## src/rtl/als_pkg.sv

```systemverilog
// ----------------------------------------------------------------------------
// Assembly line scheduler package
// Widths, limits, register codes and reset values shared by the block.
// ----------------------------------------------------------------------------
package als_pkg;

    localparam int MAX_STATIONS = 64;
    localparam int SLOT_W       = $clog2(MAX_STATIONS);
    localparam int CNT_W        = $clog2(MAX_STATIONS + 1);

    localparam int TIME_W       = 12;
    localparam int COST_W       = 20;
    localparam int INDEX_W      = 6;

    localparam logic [COST_W-1:0] COST_MAX = {COST_W{1'b1}};

    localparam int APB_ADDR_W   = 4;
    localparam int APB_DATA_W   = 32;

    typedef enum logic [1:0] {
        REG_ENTRY_ONE = 2'd0,
        REG_ENTRY_TWO = 2'd1,
        REG_EXIT_ONE  = 2'd2,
        REG_EXIT_TWO  = 2'd3
    } cfg_reg_t;

    localparam logic [TIME_W-1:0] ENTRY_ONE_RESET = 12'd2;
    localparam logic [TIME_W-1:0] ENTRY_TWO_RESET = 12'd4;
    localparam logic [TIME_W-1:0] EXIT_ONE_RESET  = 12'd3;
    localparam logic [TIME_W-1:0] EXIT_TWO_RESET  = 12'd2;

endpackage

```

## src/rtl/als_if.sv

```systemverilog
// ----------------------------------------------------------------------------
// Assembly line scheduler channels
// Valid/ready channels for station items and for traceback results.
// ----------------------------------------------------------------------------
interface als_station_if import als_pkg::*; ();
    logic              valid;
    logic              ready;
    logic [TIME_W-1:0] station_time_one;
    logic [TIME_W-1:0] station_time_two;
    logic [TIME_W-1:0] transfer_from_one;
    logic [TIME_W-1:0] transfer_from_two;
    logic              last_station;

    modport source (
        output valid, station_time_one, station_time_two,
               transfer_from_one, transfer_from_two, last_station,
        input  ready
    );
    modport sink (
        input  valid, station_time_one, station_time_two,
               transfer_from_one, transfer_from_two, last_station,
        output ready
    );
endinterface

interface als_result_if import als_pkg::*; ();
    logic               valid;
    logic               ready;
    logic [INDEX_W-1:0] station_index;
    logic               line_used;
    logic [COST_W-1:0]  total_cost;
    logic               overflow;
    logic               last_result;

    modport source (
        output valid, station_index, line_used, total_cost, overflow, last_result,
        input  ready
    );
    modport sink (
        input  valid, station_index, line_used, total_cost, overflow, last_result,
        output ready
    );
endinterface

```

## src/rtl/assembly_line_scheduler.sv

```systemverilog
// ----------------------------------------------------------------------------
// Assembly line scheduler
// Two-line assembly line scheduling with per-station traceback.
// ----------------------------------------------------------------------------
// Each transaction on station_in is one station: its times on both lines and
// the transfer costs for leaving it. A small sequencer drives one shared
// saturating adder/comparator. Ready is low while the sequencer works on a
// station, so stations are never taken back to back; the four additions and
// two compares of a later station all go through that one unit. On a station
// marked last_station, EXIT1 and EXIT2 add the exit costs and PICK picks the
// exit line; then READ (the registered memory read) and EMIT (loading the
// result register) walk the came-from memory back one station at a time.
// One result per stored station leaves on result_out, last station first;
// last_result marks station 0, after which the run state is cleared and
// station_in is ready again, even while that result still waits. If
// result_out stalls, the walk waits in place. Reset clears the run state and
// loads the default entry and exit costs; the memory needs no clearing.
// Configuration registers are to be written through the APB port only while
// idle; the block itself does not enforce this.
// ----------------------------------------------------------------------------
module assembly_line_scheduler import als_pkg::*; (
    input  logic                  clk,
    input  logic                  rst_n,
    als_station_if.sink           station_in,
    als_result_if.source          result_out,
    input  logic                  psel,
    input  logic                  penable,
    input  logic                  pwrite,
    input  logic [APB_ADDR_W-1:0] paddr,
    input  logic [APB_DATA_W-1:0] pwdata,
    output logic [APB_DATA_W-1:0] prdata,
    output logic                  pready
);

    typedef enum logic [11:0] {
        ST_IDLE  = 12'b000000000001,
        ST_SW1   = 12'b000000000010,
        ST_MIN1  = 12'b000000000100,
        ST_ADD1  = 12'b000000001000,
        ST_SW2   = 12'b000000010000,
        ST_MIN2  = 12'b000000100000,
        ST_ADD2  = 12'b000001000000,
        ST_EXIT1 = 12'b000010000000,
        ST_EXIT2 = 12'b000100000000,
        ST_PICK  = 12'b001000000000,
        ST_READ  = 12'b010000000000,
        ST_EMIT  = 12'b100000000000
    } state_t;

    state_t state_reg, state_next;

    // Configuration registers
    logic [TIME_W-1:0] entry_one_reg, entry_two_reg, exit_one_reg, exit_two_reg;

    // Run state
    logic [COST_W-1:0] best_one_reg, best_two_reg;
    logic [TIME_W-1:0] pend_one_reg, pend_two_reg;
    logic [CNT_W-1:0]  seen_reg;
    logic [SLOT_W-1:0] write_slot_reg;
    logic              overflow_reg;

    // Working registers of one station
    logic [TIME_W-1:0] time_one_reg, time_two_reg, xfer_one_reg, xfer_two_reg;
    logic              last_reg;
    logic [COST_W-1:0] acc_reg, new_one_reg, new_two_reg;
    logic [1:0]        bits_reg;

    // Traceback
    logic [SLOT_W-1:0] cur_slot_reg;
    logic [SLOT_W-1:0] pos_reg;
    logic              line_reg;
    logic [COST_W-1:0] total_reg;
    logic [1:0]        rd_bits_reg;
    logic [1:0]        came_from_mem [MAX_STATIONS];

    // Output register
    logic               out_valid_reg;
    logic [INDEX_W-1:0] out_index_reg;
    logic               out_line_reg;
    logic [COST_W-1:0]  out_cost_reg;
    logic               out_ovf_reg;
    logic               out_last_reg;

    logic [COST_W-1:0] opa, opb, alu_sum;
    logic              alu_le;
    logic              accept, first_station, emit_go, mem_wr;
    logic [SLOT_W-1:0] slot_inc, slot_dec;

    assign accept        = station_in.valid && station_in.ready;
    assign first_station = (seen_reg == '0);
    assign emit_go       = (state_reg == ST_EMIT) && (!out_valid_reg || result_out.ready);
    assign mem_wr        = (state_reg == ST_ADD2);

    assign slot_inc = (write_slot_reg == SLOT_W'(MAX_STATIONS - 1)) ? '0
                                                                    : write_slot_reg + 1'b1;
    assign slot_dec = (cur_slot_reg == '0) ? SLOT_W'(MAX_STATIONS - 1)
                                           : cur_slot_reg - 1'b1;

    assign station_in.ready = (state_reg == ST_IDLE);

    // Operand selection for the shared unit
    always_comb
    begin
        opa = '0;
        opb = '0;
        case (state_reg)
            ST_SW1:   begin opa = best_two_reg; opb = COST_W'(pend_two_reg);  end
            ST_MIN1:  begin opa = best_one_reg; opb = acc_reg;                end
            ST_ADD1:  begin opa = acc_reg;      opb = COST_W'(time_one_reg);  end
            ST_SW2:   begin opa = best_one_reg; opb = COST_W'(pend_one_reg);  end
            ST_MIN2:  begin opa = best_two_reg; opb = acc_reg;                end
            ST_ADD2:  begin opa = acc_reg;      opb = COST_W'(time_two_reg);  end
            ST_EXIT1: begin opa = best_one_reg; opb = COST_W'(exit_one_reg);  end
            ST_EXIT2: begin opa = best_two_reg; opb = COST_W'(exit_two_reg);  end
            ST_PICK:  begin opa = new_two_reg;  opb = acc_reg;                end
            default:  begin opa = '0;           opb = '0;                     end
        endcase
    end

    als_alu u_alu (
        .opa (opa),
        .opb (opb),
        .sum (alu_sum),
        .le  (alu_le)
    );

    always_comb
    begin
        state_next = state_reg;
        case (state_reg)
            ST_IDLE:  if (accept) state_next = first_station ? ST_ADD1 : ST_SW1;
            ST_SW1:   state_next = ST_MIN1;
            ST_MIN1:  state_next = ST_ADD1;
            ST_ADD1:  state_next = first_station ? ST_ADD2 : ST_SW2;
            ST_SW2:   state_next = ST_MIN2;
            ST_MIN2:  state_next = ST_ADD2;
            ST_ADD2:  state_next = last_reg ? ST_EXIT1 : ST_IDLE;
            ST_EXIT1: state_next = ST_EXIT2;
            ST_EXIT2: state_next = ST_PICK;
            ST_PICK:  state_next = ST_READ;
            ST_READ:  state_next = ST_EMIT;
            ST_EMIT:  if (emit_go) state_next = (pos_reg == '0) ? ST_IDLE : ST_READ;
            default:  state_next = ST_IDLE;
        endcase
    end

    always_ff @(posedge clk or negedge rst_n)
    begin
        if (!rst_n)
        begin
            state_reg <= ST_IDLE;
        end
        else
        begin
            state_reg <= state_next;
        end
    end

    // Configuration port
    always_ff @(posedge clk or negedge rst_n)
    begin
        if (!rst_n)
        begin
            entry_one_reg <= ENTRY_ONE_RESET;
            entry_two_reg <= ENTRY_TWO_RESET;
            exit_one_reg  <= EXIT_ONE_RESET;
            exit_two_reg  <= EXIT_TWO_RESET;
        end
        else if (psel && penable && pwrite && pready)
        begin
            case (cfg_reg_t'(paddr[3:2]))
                REG_ENTRY_ONE: entry_one_reg <= pwdata[TIME_W-1:0];
                REG_ENTRY_TWO: entry_two_reg <= pwdata[TIME_W-1:0];
                REG_EXIT_ONE:  exit_one_reg  <= pwdata[TIME_W-1:0];
                REG_EXIT_TWO:  exit_two_reg  <= pwdata[TIME_W-1:0];
                default:       entry_one_reg <= entry_one_reg;
            endcase
        end
    end

    always_comb
    begin
        case (cfg_reg_t'(paddr[3:2]))
            REG_ENTRY_ONE: prdata = APB_DATA_W'(entry_one_reg);
            REG_ENTRY_TWO: prdata = APB_DATA_W'(entry_two_reg);
            REG_EXIT_ONE:  prdata = APB_DATA_W'(exit_one_reg);
            REG_EXIT_TWO:  prdata = APB_DATA_W'(exit_two_reg);
            default:       prdata = '0;
        endcase
    end

    assign pready = 1'b1;

    // Run state and traceback control
    always_ff @(posedge clk or negedge rst_n)
    begin
        if (!rst_n)
        begin
            best_one_reg   <= '0;
            best_two_reg   <= '0;
            pend_one_reg   <= '0;
            pend_two_reg   <= '0;
            seen_reg       <= '0;
            write_slot_reg <= '0;
            overflow_reg   <= 1'b0;
        end
        else if (state_reg == ST_ADD2)
        begin
            best_one_reg   <= new_one_reg;
            best_two_reg   <= alu_sum;
            pend_one_reg   <= xfer_one_reg;
            pend_two_reg   <= xfer_two_reg;
            write_slot_reg <= slot_inc;
            if (seen_reg < CNT_W'(MAX_STATIONS))
            begin
                seen_reg <= seen_reg + 1'b1;
            end
            else
            begin
                overflow_reg <= 1'b1;
            end
        end
        else if (emit_go && pos_reg == '0)
        begin
            best_one_reg   <= '0;
            best_two_reg   <= '0;
            pend_one_reg   <= '0;
            pend_two_reg   <= '0;
            seen_reg       <= '0;
            write_slot_reg <= '0;
            overflow_reg   <= 1'b0;
        end
    end

    // Datapath working registers
    always_ff @(posedge clk)
    begin
        case (state_reg)
            ST_IDLE:
            begin
                if (accept)
                begin
                    time_one_reg <= station_in.station_time_one;
                    time_two_reg <= station_in.station_time_two;
                    xfer_one_reg <= station_in.transfer_from_one;
                    xfer_two_reg <= station_in.transfer_from_two;
                    last_reg     <= station_in.last_station;
                    bits_reg     <= 2'b00;
                    acc_reg      <= COST_W'(entry_one_reg);
                end
            end
            ST_SW1:  acc_reg <= alu_sum;
            ST_MIN1:
            begin
                // A tie keeps the current line.
                if (alu_le)
                begin
                    acc_reg <= best_one_reg;
                end
                else
                begin
                    bits_reg[0] <= 1'b1;
                end
            end
            ST_ADD1:
            begin
                new_one_reg <= alu_sum;
                if (first_station)
                begin
                    acc_reg <= COST_W'(entry_two_reg);
                end
            end
            ST_SW2:  acc_reg <= alu_sum;
            ST_MIN2:
            begin
                if (alu_le)
                begin
                    acc_reg <= best_two_reg;
                end
                else
                begin
                    bits_reg[1] <= 1'b1;
                end
            end
            ST_ADD2:
            begin
                cur_slot_reg <= write_slot_reg;
            end
            ST_EXIT1: acc_reg     <= alu_sum;
            ST_EXIT2: new_two_reg <= alu_sum;
            ST_PICK:
            begin
                // Exit on line two unless line one is strictly cheaper.
                line_reg  <= alu_le;
                total_reg <= alu_le ? new_two_reg : acc_reg;
                pos_reg   <= SLOT_W'(seen_reg - 1'b1);
            end
            ST_EMIT:
            begin
                if (emit_go)
                begin
                    line_reg     <= line_reg ? !rd_bits_reg[1] : rd_bits_reg[0];
                    cur_slot_reg <= slot_dec;
                    pos_reg      <= pos_reg - 1'b1;
                end
            end
            default: acc_reg <= acc_reg;
        endcase
    end

    // Came-from memory: one write port, one registered read port.
    always_ff @(posedge clk)
    begin
        if (mem_wr)
        begin
            came_from_mem[write_slot_reg] <= bits_reg;
        end
        rd_bits_reg <= came_from_mem[cur_slot_reg];
    end

    // Result register
    always_ff @(posedge clk or negedge rst_n)
    begin
        if (!rst_n)
        begin
            out_valid_reg <= 1'b0;
        end
        else if (emit_go)
        begin
            out_valid_reg <= 1'b1;
        end
        else if (result_out.ready)
        begin
            out_valid_reg <= 1'b0;
        end
    end

    always_ff @(posedge clk)
    begin
        if (emit_go)
        begin
            out_index_reg <= INDEX_W'(pos_reg);
            out_line_reg  <= line_reg;
            out_cost_reg  <= total_reg;
            out_ovf_reg   <= overflow_reg;
            out_last_reg  <= (pos_reg == '0);
        end
    end

    assign result_out.valid         = out_valid_reg;
    assign result_out.station_index = out_index_reg;
    assign result_out.line_used     = out_line_reg;
    assign result_out.total_cost    = out_cost_reg;
    assign result_out.overflow      = out_ovf_reg;
    assign result_out.last_result   = out_last_reg;

endmodule

```

## src/rtl/als_alu.sv

```systemverilog
// ----------------------------------------------------------------------------
// Assembly line scheduler arithmetic unit
// Saturating cost adder and less-or-equal compare, shared by every step.
// ----------------------------------------------------------------------------
module als_alu import als_pkg::*; (
    input  logic [COST_W-1:0] opa,
    input  logic [COST_W-1:0] opb,
    output logic [COST_W-1:0] sum,
    output logic              le
);

    logic [COST_W:0] wide_sum;

    assign wide_sum = {1'b0, opa} + {1'b0, opb};
    assign sum      = wide_sum[COST_W] ? COST_MAX : wide_sum[COST_W-1:0];
    assign le       = (opa <= opb);

endmodule

```

## src/flat_wrapper.sv

```systemverilog
// flat-port wrapper written by rule: the top's interface ports become plain ports
module assembly_line_scheduler_flat import als_pkg::*;
  (clk, rst_n, psel, penable, pwrite, paddr, pwdata, prdata, pready, station_in_valid, station_in_station_time_one, station_in_station_time_two, station_in_transfer_from_one, station_in_transfer_from_two, station_in_last_station, station_in_ready, result_out_valid, result_out_station_index, result_out_line_used, result_out_total_cost, result_out_overflow, result_out_last_result, result_out_ready);
  als_station_if station_in_i ();
  als_result_if result_out_i ();
  input  logic clk;
  input  logic rst_n;
  input  logic psel;
  input  logic penable;
  input  logic pwrite;
  input  logic [APB_ADDR_W-1:0] paddr;
  input  logic [APB_DATA_W-1:0] pwdata;
  output logic [APB_DATA_W-1:0] prdata;
  output logic pready;
  input wire logic [$bits(station_in_i.valid)-1:0] station_in_valid;
  input wire logic [$bits(station_in_i.station_time_one)-1:0] station_in_station_time_one;
  input wire logic [$bits(station_in_i.station_time_two)-1:0] station_in_station_time_two;
  input wire logic [$bits(station_in_i.transfer_from_one)-1:0] station_in_transfer_from_one;
  input wire logic [$bits(station_in_i.transfer_from_two)-1:0] station_in_transfer_from_two;
  input wire logic [$bits(station_in_i.last_station)-1:0] station_in_last_station;
  output wire logic [$bits(station_in_i.ready)-1:0] station_in_ready;
  output wire logic [$bits(result_out_i.valid)-1:0] result_out_valid;
  output wire logic [$bits(result_out_i.station_index)-1:0] result_out_station_index;
  output wire logic [$bits(result_out_i.line_used)-1:0] result_out_line_used;
  output wire logic [$bits(result_out_i.total_cost)-1:0] result_out_total_cost;
  output wire logic [$bits(result_out_i.overflow)-1:0] result_out_overflow;
  output wire logic [$bits(result_out_i.last_result)-1:0] result_out_last_result;
  input wire logic [$bits(result_out_i.ready)-1:0] result_out_ready;
  assign station_in_i.valid = station_in_valid;
  assign station_in_i.station_time_one = station_in_station_time_one;
  assign station_in_i.station_time_two = station_in_station_time_two;
  assign station_in_i.transfer_from_one = station_in_transfer_from_one;
  assign station_in_i.transfer_from_two = station_in_transfer_from_two;
  assign station_in_i.last_station = station_in_last_station;
  assign station_in_ready = station_in_i.ready;
  assign result_out_valid = result_out_i.valid;
  assign result_out_station_index = result_out_i.station_index;
  assign result_out_line_used = result_out_i.line_used;
  assign result_out_total_cost = result_out_i.total_cost;
  assign result_out_overflow = result_out_i.overflow;
  assign result_out_last_result = result_out_i.last_result;
  assign result_out_i.ready = result_out_ready;
  assembly_line_scheduler u_core (.clk(clk), .rst_n(rst_n), .station_in(station_in_i), .result_out(result_out_i), .psel(psel), .penable(penable), .pwrite(pwrite), .paddr(paddr), .pwdata(pwdata), .prdata(prdata), .pready(pready));
endmodule
```

## config.mk

```make
export PLATFORM = sky130hd
export DESIGN_NAME = assembly_line_scheduler_flat
export DESIGN_NICKNAME = d
export VERILOG_FILES = /design/src/rtl/als_pkg.sv /design/src/rtl/als_if.sv /design/src/rtl/assembly_line_scheduler.sv /design/src/rtl/als_alu.sv /design/src/flat_wrapper.sv
export SDC_FILE = /design/constraint.sdc
export NUM_CORES = 1
export LEC_CHECK = 0
export ABC_AREA = 0
export CAP_MARGIN = 10
export CORE_ASPECT_RATIO = 0.7
export CORE_MARGIN = 3
export CORE_UTILIZATION = 51
export CTS_BUF_LIST = sky130_fd_sc_hd__clkbuf_4 sky130_fd_sc_hd__clkbuf_8
export CTS_CLUSTER_DIAMETER = 150
export DETAILED_ROUTE_END_ITERATION = 6
export DONT_BUFFER_PORTS = 1
export PLACE_DENSITY_LB_ADDON = 0.2
export SYNTH_ARGS = -nofsm -noshare
export SYNTH_HDL_FRONTEND = slang
export SYNTH_SLANG_ARGS = --single-unit
```

## constraint.sdc

```tcl
create_clock -name clk -period 5.9 [get_ports clk]
set_input_delay 0 -clock clk [delete_from_list [all_inputs] [get_ports clk]]
set_output_delay 0 -clock clk [all_outputs]
set_load 0.01 [all_outputs]
```

Yosys cells after proc, flatten, opt, wreduce, memory -nomap -nowiden
Memory sizes are Yosys's and may differ from the RTL's. A register that Yosys moved wholly into a read port is not among the register bits.
Index checks and enable logic that the tools add are counted.

word-level totals
  output and inout port bits = 64
  register bits = 312
  memories kept = 1
  memory bits (writable) = 128
  logic and storage cells = 151
  input bits = 92

memories
  name                  words  width  rd ports  clocked after Yosys merged registers in  wr ports  RTL line                       RTL
  u_core.came_from_mem  64     2      1         1                                        1         assembly_line_scheduler.sv:74  logic [1:0] came_from_mem [MAX_STATIONS];

cells by class
  muxes and demuxes = 48
  add/subtract/negate cells = 6
  reduce and logical (&&, ||, !) cells = 37
  magnitude comparators = 2
  equality and inequality tests = 25

operators by type and width
  kind                                              number
  2-to-1 mux 20 bit                                 9
  one-hot mux 12 bit (12 select lines)              1
  one-hot mux 20 bit (7 select lines)               1
  one-hot mux 32 bit (4 select lines)               1
  one-hot mux 20 bit (5 select lines)               1
  one-hot mux 20 bit (4 select lines)               1
  2-to-1 mux 12 bit                                 5
  2-to-1 mux 6 bit                                  6
  2-to-1 mux 7 bit                                  4
  one-hot mux 6 bit (2 select lines)                2
  adder 20 x 20 -> 21 bit                           1
  less-or-equal comparator 20 bit                   1
  AND reduction 2 bit                               10
  subtractor 6 x 1 -> 6 bit, second input constant  3
  == test 12 x 1 -> 1 bit, second input constant    1
  == test 12 x 10 -> 1 bit, second input constant   1
  == test 12 x 11 -> 1 bit, second input constant   1
  == test 12 bit, second input constant             1
  == test 12 x 2 -> 1 bit, second input constant    1
  == test 12 x 3 -> 1 bit, second input constant    1
  == test 12 x 4 -> 1 bit, second input constant    1
  == test 12 x 5 -> 1 bit, second input constant    1
  == test 12 x 6 -> 1 bit, second input constant    1
  == test 12 x 7 -> 1 bit, second input constant    1
  28 further kinds                                  62

Longest topological paths before layout
Gate-level depths: netlist of the first run.

  depth in word-level cells = 6
  mapped depth = 20
  depth with buffers taken out = 16

Hierarchy
From an unflattened synthesis of the first run, not the netlist that was laid out.

unflattened totals
  cells, all modules = 1641
  area, all modules = 20618.5 µm²

by module, submodules not included
  module                   sequential area each (µm²)  instances  area an instance (µm²)  cells each
  assembly_line_scheduler  12564.6                     1          18961.9                 1393
  als_alu                  0.0                         1          1656.6                  248

Least setup slack after synthesis of the first run
No wires, ideal clock.

  kind = reg2reg
  start = register u_core.state_reg[4]
  end = register u_core.acc_reg[0], enable pin
  slack = 559 ps
  required time = 5491 ps
  data arrival time = 4932 ps
  period minus slack after synthesis = 5341 ps
  cell stages (with the launch flop) = 17
  cell sequence = dfrtp_1 > nor4_4 > and3_1 > buf_4 > nand4b_1 > inv_1 > clkbuf_1 > a222oi_1 > nand2_1 > ha_1 > a21oi_1 > o21bai_1 > a21o_1 > a221oi_1 > a31oi_4 > buf_4 > a31oi_1

on the way
  word-level cells in the longest chain between the ends = 6
  elaborated cells on any way between the ends = 25

RTL lines
  what                                                                                        RTL line                        RTL
  start: declaration                                                                          assembly_line_scheduler.sv:50   state_t state_reg, state_next;
  start signal: assignment                                                                    assembly_line_scheduler.sv:155  state_reg <= state_next;
  == test 12 x 10 -> 1 bit, or another cell as far along                                      assembly_line_scheduler.sv:106  case (state_reg)
  OR reduction 3 bit (no line) or OR reduction 2 bit (tied branches)                          n/a
  one-hot mux 20 bit (7 select lines) or one-hot mux 20 bit (4 select lines) (tied branches)  assembly_line_scheduler.sv:106
  less-or-equal comparator 20 bit                                                             als_alu.sv:16                   assign le = (opa <= opb);
  != test 2 x 1 -> 1 bit (no line)                                                            n/a
  AND reduction 5 bit (no line) *                                                             n/a
  end signal: assignment                                                                      assembly_line_scheduler.sv:249  acc_reg <= COST_W'(entry_one_reg);
  end signal: assignment                                                                      assembly_line_scheduler.sv:252  ST_SW1: acc_reg <= alu_sum;
  end signal: assignment                                                                      assembly_line_scheduler.sv:258  acc_reg <= best_one_reg;
  end: declaration                                                                            assembly_line_scheduler.sv:65   logic [COST_W-1:0] acc_reg, new_one_reg, new_two_reg;

Mark *: on every way between the ends. The rest lies on a longest branch, timed or not.
A chain may end at the register's enable or synchronous reset.

Worst setup path in the final report of the first run
  start = register u_core.state_reg[4]
  end = register u_core.total_reg[10], data pin

on the way
  word-level cells in the longest chain between the ends = 5
  elaborated cells on any way between the ends = 17

RTL lines
  what                                                                                        RTL line                        RTL
  == test 12 x 10 -> 1 bit, or another cell as far along                                      assembly_line_scheduler.sv:106
  OR reduction 3 bit (no line) or OR reduction 2 bit (tied branches)                          n/a
  one-hot mux 20 bit (7 select lines) or one-hot mux 20 bit (4 select lines) (tied branches)  assembly_line_scheduler.sv:106
  less-or-equal comparator 20 bit *                                                           als_alu.sv:16
  2-to-1 mux 20 bit *                                                                         assembly_line_scheduler.sv:295  total_reg <= alu_le ? new_two_reg : acc_reg;
  end signal: assignment                                                                      assembly_line_scheduler.sv:295
  end: declaration                                                                            assembly_line_scheduler.sv:72   logic [COST_W-1:0] total_reg;

Marks and branches as above.

==> results of run 1 <==
-- routing by layer --
| metal | global-route usage [%] | vias to the layer above | routed length, um |
|---|---|---|---|
| li1 | - | 6280 | - |
| met4 | 7.70 | 0 | 1430 |
| met1 | 40.5 | 7116 | 25400 |
| met2 | 37.6 | 785 | 24200 |
| met5 | 0 | - | 0 |
| met3 | 8.21 | 95 | 6330 |
-- worst paths after layout --
path	startpoint	endpoint	slack [ps]	cells after the start
max	u_core.state_reg[4]$_DFFE_PN0P_	u_core.total_reg[10]$_DFFE_PN_	510	15
min	rst_n	u_core.best_one_reg[14]$_DFFE_PN0P_	30	2
max in group asynchronous	rst_n	u_core.pend_two_reg[9]$_DFFE_PN0P_	5290	2
min reg2reg	u_core.total_reg[17]$_DFFE_PN_	u_core.result_out.total_cost[17]$_DFFE_PP_	410	0
max reg2reg	u_core.state_reg[4]$_DFFE_PN0P_	u_core.total_reg[10]$_DFFE_PN_	510	15
min in group clk	station_in_transfer_from_one[5]	u_core.xfer_one_reg[5]$_DFFE_PP_	40	1
-- cell usage after synthesis, drive strengths merged (6+ instances only) --
cell type,n,area [um2]
a222oi,30,300
nand3,28,163
a221oi,13,114
and2,18,118
nand2,216,811
mux2i,11,110
nor2,137,534
a21o,10,75.1
a211oi,7,52.6
nand2b,14,87.6
clkbuf,47,180
a22o,19,166
and3,17,108
nor4b,6,58.8
nor3,12,60.1
mux2,69,777
buf,63,398
o21ai,90,450
xor2,17,149
mux4,48,1080
a221o,8,80.1
inv,45,169
xnor2,15,131
nor2b,24,158
a22oi,28,210
a21oi,50,250
ha,48,601
edfxtp,301,9040
o211ai,7,52.6
a31oi,11,83.8
dfstp,6,158
dfrtp,133,3330
-- repair_timing --
action	CTS	global route
hold endpoints to repair	244	1
setup buffers	0	0
endpoints found under the setup margin	0	0
gates resized for setup	0	0
hold buffers	110	1
-- cell families after synthesis --
family	Yosys count	synth area share, %
adders and majority gates	49	3.00
AOI/OAI and AO/OA	302	10.1
buffers and inverters	155	3.61
muxes	128	9.51
other	2	0.0363
DFF	442	60.7
xor gates and xnor gates	32	1.35
and+or+nand+nor	510	11.7
-- worst register-to-register path, delay by kind of cell, from the launching register on --
| family | cells | cell delay [ps] |
|---|---|---|
| flops | 1 | 540 |
| simple gates | 6 | 2150 |
| fa+ha+maj | 1 | 320 |
| mux | 1 | 400 |
| compound gates | 4 | 670 |
| buf+inv | 3 | 1080 |
-- cell usage in the layout (no fill, tap or decap), types with 14 or more instances in the layout --
cell type	count
a21oi_1	50
a222oi_1	30
a22o_1	19
a22oi_1	28
and2_1	14
and3_1	16
buf_4	37
clkbuf_4	34
clkbuf_8	78
conb_1	21
dfrtp_1	133
dlygate4sd3_1	110
edfxtp_1	301
ha_1	48
inv_1	44
mux2_2	69
mux4_2	48
nand2_1	216
nand2b_1	14
nand3_1	25
nor2_1	132
nor2b_1	22
o21ai_0	84
xnor2_1	15
xor2_1	17
-- final cells by class --
type | instances | area [um2]
Clock buffer | 111 | 1320
Fill cell | 3147 | 16100
Timing Repair Buffer | 149 | 1410
Inverter | 45 | 169
Antenna cell | 1 | 2.50
Tap cell | 535 | 669
Sequential cell | 442 | 12600
Multi-Input combinational cell | 1042 | 7500
Clock inverter | 13 | 125
-- power groups by stage --
| stage | logic, mW | registers [mW] | clock network, mW |
|---|---|---|---|
| after CTS | 2.30 | 4.09 | 2.75 |
| final | 2.36 | 4.11 | 2.72 |
| after global placement | 2.16 | 4.14 | 0 |
| after global routing | 2.51 | 4.13 | 2.90 |
| after detailed placement | 2.19 | 4.15 | 0 |
| after floorplan | 1.57 | 4.06 | 0 |
-- stage by stage --
| stage | cells | setup slack (ps) |
|---|---|---|
| global route | 2337 | 385 |
| CTS | 2335 | 649 |
| floorplan | 1639 | 559 |
| global placement | 2101 | 806 |
| finish | 2338 | 511 |
| detailed placement | 2101 | 661 |
==> results.cfg, run 1 <==
[power_and_ir_drop]
power.internal_mw = 6.31
swShare_pct = 31.3
p_seq_share_pct = 44.7
power_density_mw_per_mm2 = 387
p_sw_mw = 2.88
peakVddDrop_uv = 267
p_leak_nw = 9.23
pwr-share-comb_pct = 25.7
power.total_mw = 9.19
power_frac_clock_pct = 29.6

[global_routing]
antenna_found_initial = 0
overflow = 0
grt_max_degree = 140
grt_first_pass_wirelength_um = 87100
first_global_vias = 14045
grt_use_total_pct = 26.8

[floorplanning]
die_area_mm2 = 0.0431
pin_count = 156
die_y_um = 175
die_w_um = 247
core-area_mm2 = 0.0399
initial_core_util_pct = 51.9
num_rows = 61

[flow_run]
maxCapViolations = 0

[clocking]
cts_root_buf = clkbuf_8
cts.sinks = 442
h-tree-depth = 3
cts.clk_slew.worst_paths_ps = 60
insertion_delay_ps = 630
numCtsBuffers = 69
cts_tree = yes
clockBufferDepth = 3

[synthesis]
synth_area_mm2 = 0.0207
synthCells = 1620
synth_edf_count = 301
ys_seq_area_share_pct = 60.7
yosys_warnings = 0
async_reset_ff_share_pct = 31.4
ys.flop_type = edfxtp_1
synth.avg_cell_area_um2 = 12.8
synth_seq_cells = 442
ys_types = 85

[critical_path]
critPathBufInv = 3
cp_common_cell = buf_4
cp.arrival_ps = 5750
crit_type = register to register
max_stage_delay_ps = 760
worstPathMaxFanout = 13
cp_top_family = simple AND/OR/NAND/NOR gates
required_ps = 6260
crit_slowest_cell = nor4bb_1
crit_chain = nor4_4 -> and3_1 -> nand4b_1 -> inv_1 -> buf_4 -> a222oi_1 -> nand2_1 -> ha_1 -> nor4bb_1 -> nand4_1 -> a21oi_1 -> a31oi_1 -> a31oi_4 -> buf_4 -> mux2_2
worst_setup_path_start_kind = register
cp-end-kind = register

[timing]
final-max-slew-violation-count = 0
finalCritPeriodShare_pct = 91.3
rsz0062_at_grt = false
tightest_slew_ps = 1240
fin_worst_skew_ps = 33.1
max_freq_mhz = 186
hold_viol = 0
setup_viol = 0
tns_ps = 0
timing.final.crit_period_ps = 5390
relSlewSlack_pct = 16.9
holdWs_ps = 30.0

[drt]
viasPerCell = 6.11
dr.pass1.iters = 7
route.vias.total = 14276
drc = 2
final_antenna_net_count = 0
wl_um = 57300
dr.first_iter.drc_count = 1574
wl_per_cell_um = 24.5

[outcome]
status = finished, violations left
violations = design-rule violations

[finish]
nets = 1890
largest_reg_flops = 128
synthToLayoutAreaGrowth_pct = 14.8
finalInstanceArea_mm2 = 0.0238
top_register = u_core.came_from_mem
drive_gt1_share_pct = 17.5
final_core_util_pct = 59.5

[placed_design]
postPlaceCellArea_mm2 = 0.0212
numPortBuffers = 0
place_congestion = 0.928
dp_hpwl_um = 36700

[hold_path]
hold_path_class = input port to async pin
Note: power is estimated with default switching activity, not from simulation.
==> run 2, diff against run 1 <==
Clock period 5.9 ns to 6.8 ns, I/O delays scaled along.
==> run 2 against run 1 <==
  * The flow finishes with violations (design-rule violations, negative hold slack)
  * Via count is 0.29% lower
  * Final area down 0.35%
  * Wire length fell by 1.9%
  * Sequential share of layout area is 0.18 points higher
  * Non-clock buffer count down 14
  * Cell count fell by 0.47%
  * Maximum frequency down 4.9%
  * Highest routed layer unchanged
  * Sequential cell count unchanged
  * Combinational power shrank 11%
  * Worst setup slack improved by 620 ps
==> results.cfg, run 2 (synthesis results as in run 1) <==
[critical_path]
worst_setup_path_start_kind = register
worstPathMaxFanout = 23
crit_type = register to register
required_ps = 7130
cp-end-kind = register
cp.arrival_ps = 6000

[timing]
holdWs_ps = -82.9
finalCritPeriodShare_pct = 83.3
max_freq_mhz = 177
setup_viol = 0
relSlewSlack_pct = 13.8
rsz0062_at_grt = false
final-max-slew-violation-count = 0
tns_ps = 0
hold_viol = 8
tightest_slew_ps = 1290
setup_ws_ps = 1130
timing.final.crit_period_ps = 5670
fin_worst_skew_ps = 34.3

[global_routing]
antenna_found_initial = 2
grt_use_total_pct = 26.3
first_global_vias = 13985
overflow = 0
grt_first_pass_wirelength_um = 85500
grt_max_degree = 140

[finish]
drive_gt1_share_pct = 17.0
largest_reg_flops = 128
num-fill-cells = 3141
top_register = u_core.came_from_mem
layout_commonest_cell = edfxtp_1
layout_common_cells = edfxtp_1, nand2_1, dfrtp_1, nor2_1, dlygate4sd3_1
synthToLayoutAreaGrowth_pct = 14.4
final_cells = 2327
nets = 1877

[drt]
wl_um = 56200
wl_per_cell_um = 24.2
dr.pass1.iters = 7
route.vias.total = 14234
dr.first_iter.drc_count = 1717
drc = 5
viasPerCell = 6.12
final_antenna_net_count = 0

[clocking]
h-tree-depth = 3
cts.clk_slew.worst_paths_ps = 60
numCtsBuffers = 70
insertion_delay_ps = 630
cts_tree = yes
cts_hold_buffers = 110
cts_resized = 0
post_cts_buffers = 0
cts.sinks = 442
cts_root_buf = clkbuf_8
clockBufferDepth = 3

[floorplanning]
num_rows = 61
die_y_um = 175
die_w_um = 247
die_area_mm2 = 0.0431
core-area_mm2 = 0.0399
initial_core_util_pct = 51.9
pin_count = 156

[power_and_ir_drop]
p_leak_nw = 9.18
peakVddDrop_uv = 470
power_density_mw_per_mm2 = 339

[outcome]
status = finished, violations left
violations = design-rule violations, negative hold slack

[flow_run]
maxCapViolations = 0

[placed_design]
numPortBuffers = 0
place_congestion = 0.946
place_worst_setup_slack_ps = 1310
dp.cells = 2088
dp_hpwl_um = 35600

[hold_path]
hold_path_class = input port to async pin
run 2: changes by cell type in the layout (fill, tap and decap cells not counted), sizes merged:
| cell | change |
|---|---|
| buf | -13 |
| dlygate4sd3 | -1 |
| clkinv | +6 |
| clkbuf | -3 |
run 2: metrics by stage:
step	hold slack (ps)	instance area, um2	total power, mW	util (%)
after floorplan	-296	20800	4.89	-
after global routing	11.9	23700	8.33	59.3
after CTS	2.86	23700	8.00	59.3
after global placement	-289	21100	5.54	52.9
final	-82.9	23700	8.04	59.3
after detailed placement	-289	21100	5.56	52.9
run 2: path summary, 6_finish.rpt:
kind / startpoint / end / slack, ps / cells after the start
worst max-delay path: u_core.state_reg[4]$_DFFE_PN0P_ / u_core.total_reg[3]$_DFFE_PN_ / 1130 / 15
worst min-delay path: rst_n / u_core.best_one_reg[14]$_DFFE_PN0P_ / -80 / 2
worst max register to register: u_core.state_reg[4]$_DFFE_PN0P_ / u_core.total_reg[3]$_DFFE_PN_ / 1130 / 15
worst min register to register: u_core.total_reg[19]$_DFFE_PN_ / u_core.result_out.total_cost[19]$_DFFE_PP_ / 420 / 0
max in group asynchronous: rst_n / u_core.best_two_reg[10]$_DFFE_PN0P_ / 6070 / 2
min in group clk: station_in_transfer_from_one[9] / u_core.xfer_one_reg[9]$_DFFE_PP_ / 60 / 1
run 2: critical path: stages, from the launching register on:
cell	delay, ps
dfrtp_1	550
nor4_4	420
and3_1	330
nand2_1	150
nor3b_4	270
a41o_1	740
nand2_1	110
nand2_1	130
ha_1	310
nor4bb_1	690
nand4_1	230
a21oi_1	190
a31oi_1	90
a31oi_4	260
buf_4	420
mux2_2	470
run 2: cell type report:
cell class | count | area, um2 | share of cell area [%]
flip-flops and latches | 442 | 12600 | 53.0
multi-input cells | 1042 | 7510 | 31.7
clock buffers | 108 | 1310 | 5.54
repair buffers | 135 | 1310 | 5.51
well taps | 535 | 669 | 2.83
inverters | 45 | 169 | 0.713
clock inverters | 19 | 151 | 0.639
diodes | 1 | 2.50 | 0.0106
run 2: power breakdown:
group | leakage, nW | total, mW | internal (mW) | switching (mW)
Clock | 0.779 | 2.37 | 1.31 | 1.07
Combinational | 4.06 | 2.09 | 0.794 | 1.30
Sequential | 4.34 | 3.57 | 3.35 | 0.225
Total | 9.18 | 8.04 | 5.45 | 2.59
run 2: per-layer routing:
metal | up-vias | wire length [um] | track usage, %
met5 | - | 0 | 0
met2 | 806 | 23500 | 36.6
met4 | 0 | 1670 | 8.26
met3 | 124 | 5750 | 6.61
met1 | 7057 | 25300 | 40.5
li1 | 6247 | - | -
==> run 3, diff against run 2 <==
Clock period 6.8 ns to 4.6 ns, I/O delays scaled along.
==> run 3 against run 2 <==
  * The flow finishes with violations (negative hold slack)
  * Clock power grew 50%
  * Combinational power grew 65%
  * Clock-buffer cell count shrank 9
  * First-iteration DRC count grew 3.7%
  * Via count grew 2.5%
  * Sequential cell count is the same
  * Critical path depth is the same
  * Global-route usage grew 0.76 points
  * Worst hold slack gained 41 ps
  * Cell count grew 2.8%
  * Clock skew shrank 2.6 ps
  * Critical path type unchanged
  * Critical endpoint is now u_core.acc_reg[11]$_DFFE_PP_
==> results.cfg, run 3 (synthesis results as in run 1) <==
[critical_path]
worst_setup_path_start_kind = register
crit_slowest_cell = dfrtp_1
crit_chain = nor4_4 -> and3_1 -> nand2_1 -> nor3b_4 -> buf_4 -> a22oi_1 -> and3_2 -> ha_1 -> nand2b_1 -> a211oi_1 -> o21ai_1 -> o21ai_1 -> xor2_1 -> nand2_1 -> a221o_1
cp-startpoint = u_core.state_reg[4]$_DFFE_PN0P_
cp.arrival_ps = 4870
r2r_slack_ps = 100
reg2reg_depth = 15
crit_path_end = u_core.acc_reg[11]$_DFFE_PP_
r2r_end = u_core.acc_reg[11]$_DFFE_PP_
cp-end-kind = register
r2r-start = u_core.state_reg[4]$_DFFE_PN0P_
worstPathMaxFanout = 15
required_ps = 4970
crit_type = register to register
max_stage_delay_ps = 400

[finish]
nets = 1939
layout_common_cells = edfxtp_1, nand2_1, nor2_1, dfrtp_1, dlygate4sd3_1
top_register = u_core.came_from_mem
drive_gt1_share_pct = 19.6
final_cells = 2392
regArea_mm2 = 0.0126
final_core_util_pct = 60.9
finalInstanceArea_mm2 = 0.0243
largest_reg_flops = 128
num-fill-cells = 3062
layout_commonest_cell = edfxtp_1
multi_input_area_mm2 = 0.00753
synthToLayoutAreaGrowth_pct = 17.4

[clocking]
clockBufferDepth = 3
cts.sinks = 442
insertion_delay_ps = 640
numCtsBuffers = 70
cts_root_buf = clkbuf_8
h-tree-depth = 3
cts_tree = yes
cts.clk_slew.worst_paths_ps = 70

[global_routing]
first_global_vias = 14294
antenna_found_initial = 1
grt_first_pass_wirelength_um = 87800
overflow = 0
grt_max_degree = 140
grt_use_total_pct = 27.1

[floorplanning]
die_area_mm2 = 0.0431
initial_core_util_pct = 51.9
pin_count = 156
core-area_mm2 = 0.0399
num_rows = 61
die_y_um = 175
die_w_um = 247

[timing]
hold_viol = 20
holdWs_ps = -41.7
final-max-slew-violation-count = 0
relSlewSlack_pct = 20.3
rsz0062_at_grt = true
tightest_slew_ps = 1190
tns_ps = 0
setup_viol = 0
fin_worst_skew_ps = 31.7
finalCritPeriodShare_pct = 97.9
timing.final.crit_period_ps = 4500
max_freq_mhz = 222

[drt]
viasPerCell = 6.10
dr.first_iter.drc_count = 1780
final_antenna_net_count = 0
wl_um = 58000
drc = 0
wl_per_cell_um = 24.3
route.vias.total = 14585
dr.pass1.iters = 7

[outcome]
status = finished, violations left
violations = negative hold slack

[placed_design]
postPlaceCellArea_mm2 = 0.0216
place_congestion = 0.976
dp.cells = 2142
dp_hpwl_um = 37100
numPortBuffers = 0

[hold_path]
hold_path_class = input port to async pin

[power_and_ir_drop]
power_density_mw_per_mm2 = 506
p_leak_nw = 9.52
power.total_mw = 12.3
peakVddDrop_uv = 515

[flow_run]
maxCapViolations = 0
## run 3: power breakdown
group / switching, mW / leakage [nW] / total [mW] / internal [mW]
Clock: 1.61 / 0.774 / 3.56 / 1.95
Sequential: 0.350 / 4.34 / 5.29 / 4.94
Combinational: 1.89 / 4.40 / 3.44 / 1.55
## run 3: routing by layer
layer | share of wire (%) | GRT usage (%)
met1 | 45 | 41.9
met2 | 43 | 38.4
met3 | 10 | 6.37
met4 | 2.0 | 7.16
met5 | 0 | 0
## run 3: critical path, delay by kind of cell, from the launching register on
family,cells,cell delay [ps]
XOR/XNOR,1,260
AO/OA/AOI/OAI,5,1360
flip-flops,1,400
buffers and inverters,1,290
adder cells (fa/ha/maj),1,330
AND/OR/NAND/NOR,7,1600
## run 3: layout make-up
type | count | share of cell area (%)
Clock buffer | 99 | 4.99
Multi-Input combinational cell | 1042 | 31.0
Sequential cell | 442 | 51.7
Inverter | 45 | 0.695
Timing Repair Buffer | 197 | 7.80
Clock inverter | 31 | 1.10
Antenna cell | 1 | 0.0103
Tap cell | 535 | 2.75
## run 3: stage by stage
| step | worst slack (ps) | hold slack (ps) |
|---|---|---|
| 2_1_floorplan | 70.0 | -296 |
| 3_3_place_gp | 239 | -289 |
| 3_5_place_dp | 101 | -288 |
| 4_1_cts | 55.8 | 6.00 |
| 5_1_grt | -4.05 | 27.2 |
| 6_report | 98.3 | -41.7 |
## run 3: worst min-delay path by stage
stage / start / end / slack [ps] / cells past startpoint
after global placement: rst_n / u_core.best_one_reg[13]$_DFFE_PN0P_ / -290 / 0
after floorplan: rst_n / u_core.best_one_reg[0]$_DFFE_PN0P_ / -300 / 0
final: rst_n / u_core.best_two_reg[12]$_DFFE_PN0P_ / -40 / 2
after detailed placement: rst_n / u_core.best_one_reg[14]$_DFFE_PN0P_ / -290 / 0
after CTS: station_in_transfer_from_one[6] / u_core.xfer_one_reg[6]$_DFFE_PP_ / 6 / 1
after global routing: station_in_transfer_from_one[11] / u_core.xfer_one_reg[11]$_DFFE_PP_ / 30 / 1
## run 3: timing repair
| item | 4_1_cts | 5_1_grt |
|---|---|---|
| endpoints found under the setup margin | 0 | 96 |
| hold endpoints to repair | 259 | 0 |
| resized for setup | 0 | 8 |
| setup buffers | 0 | 3 |
| hold buffers | 115 | 0 |
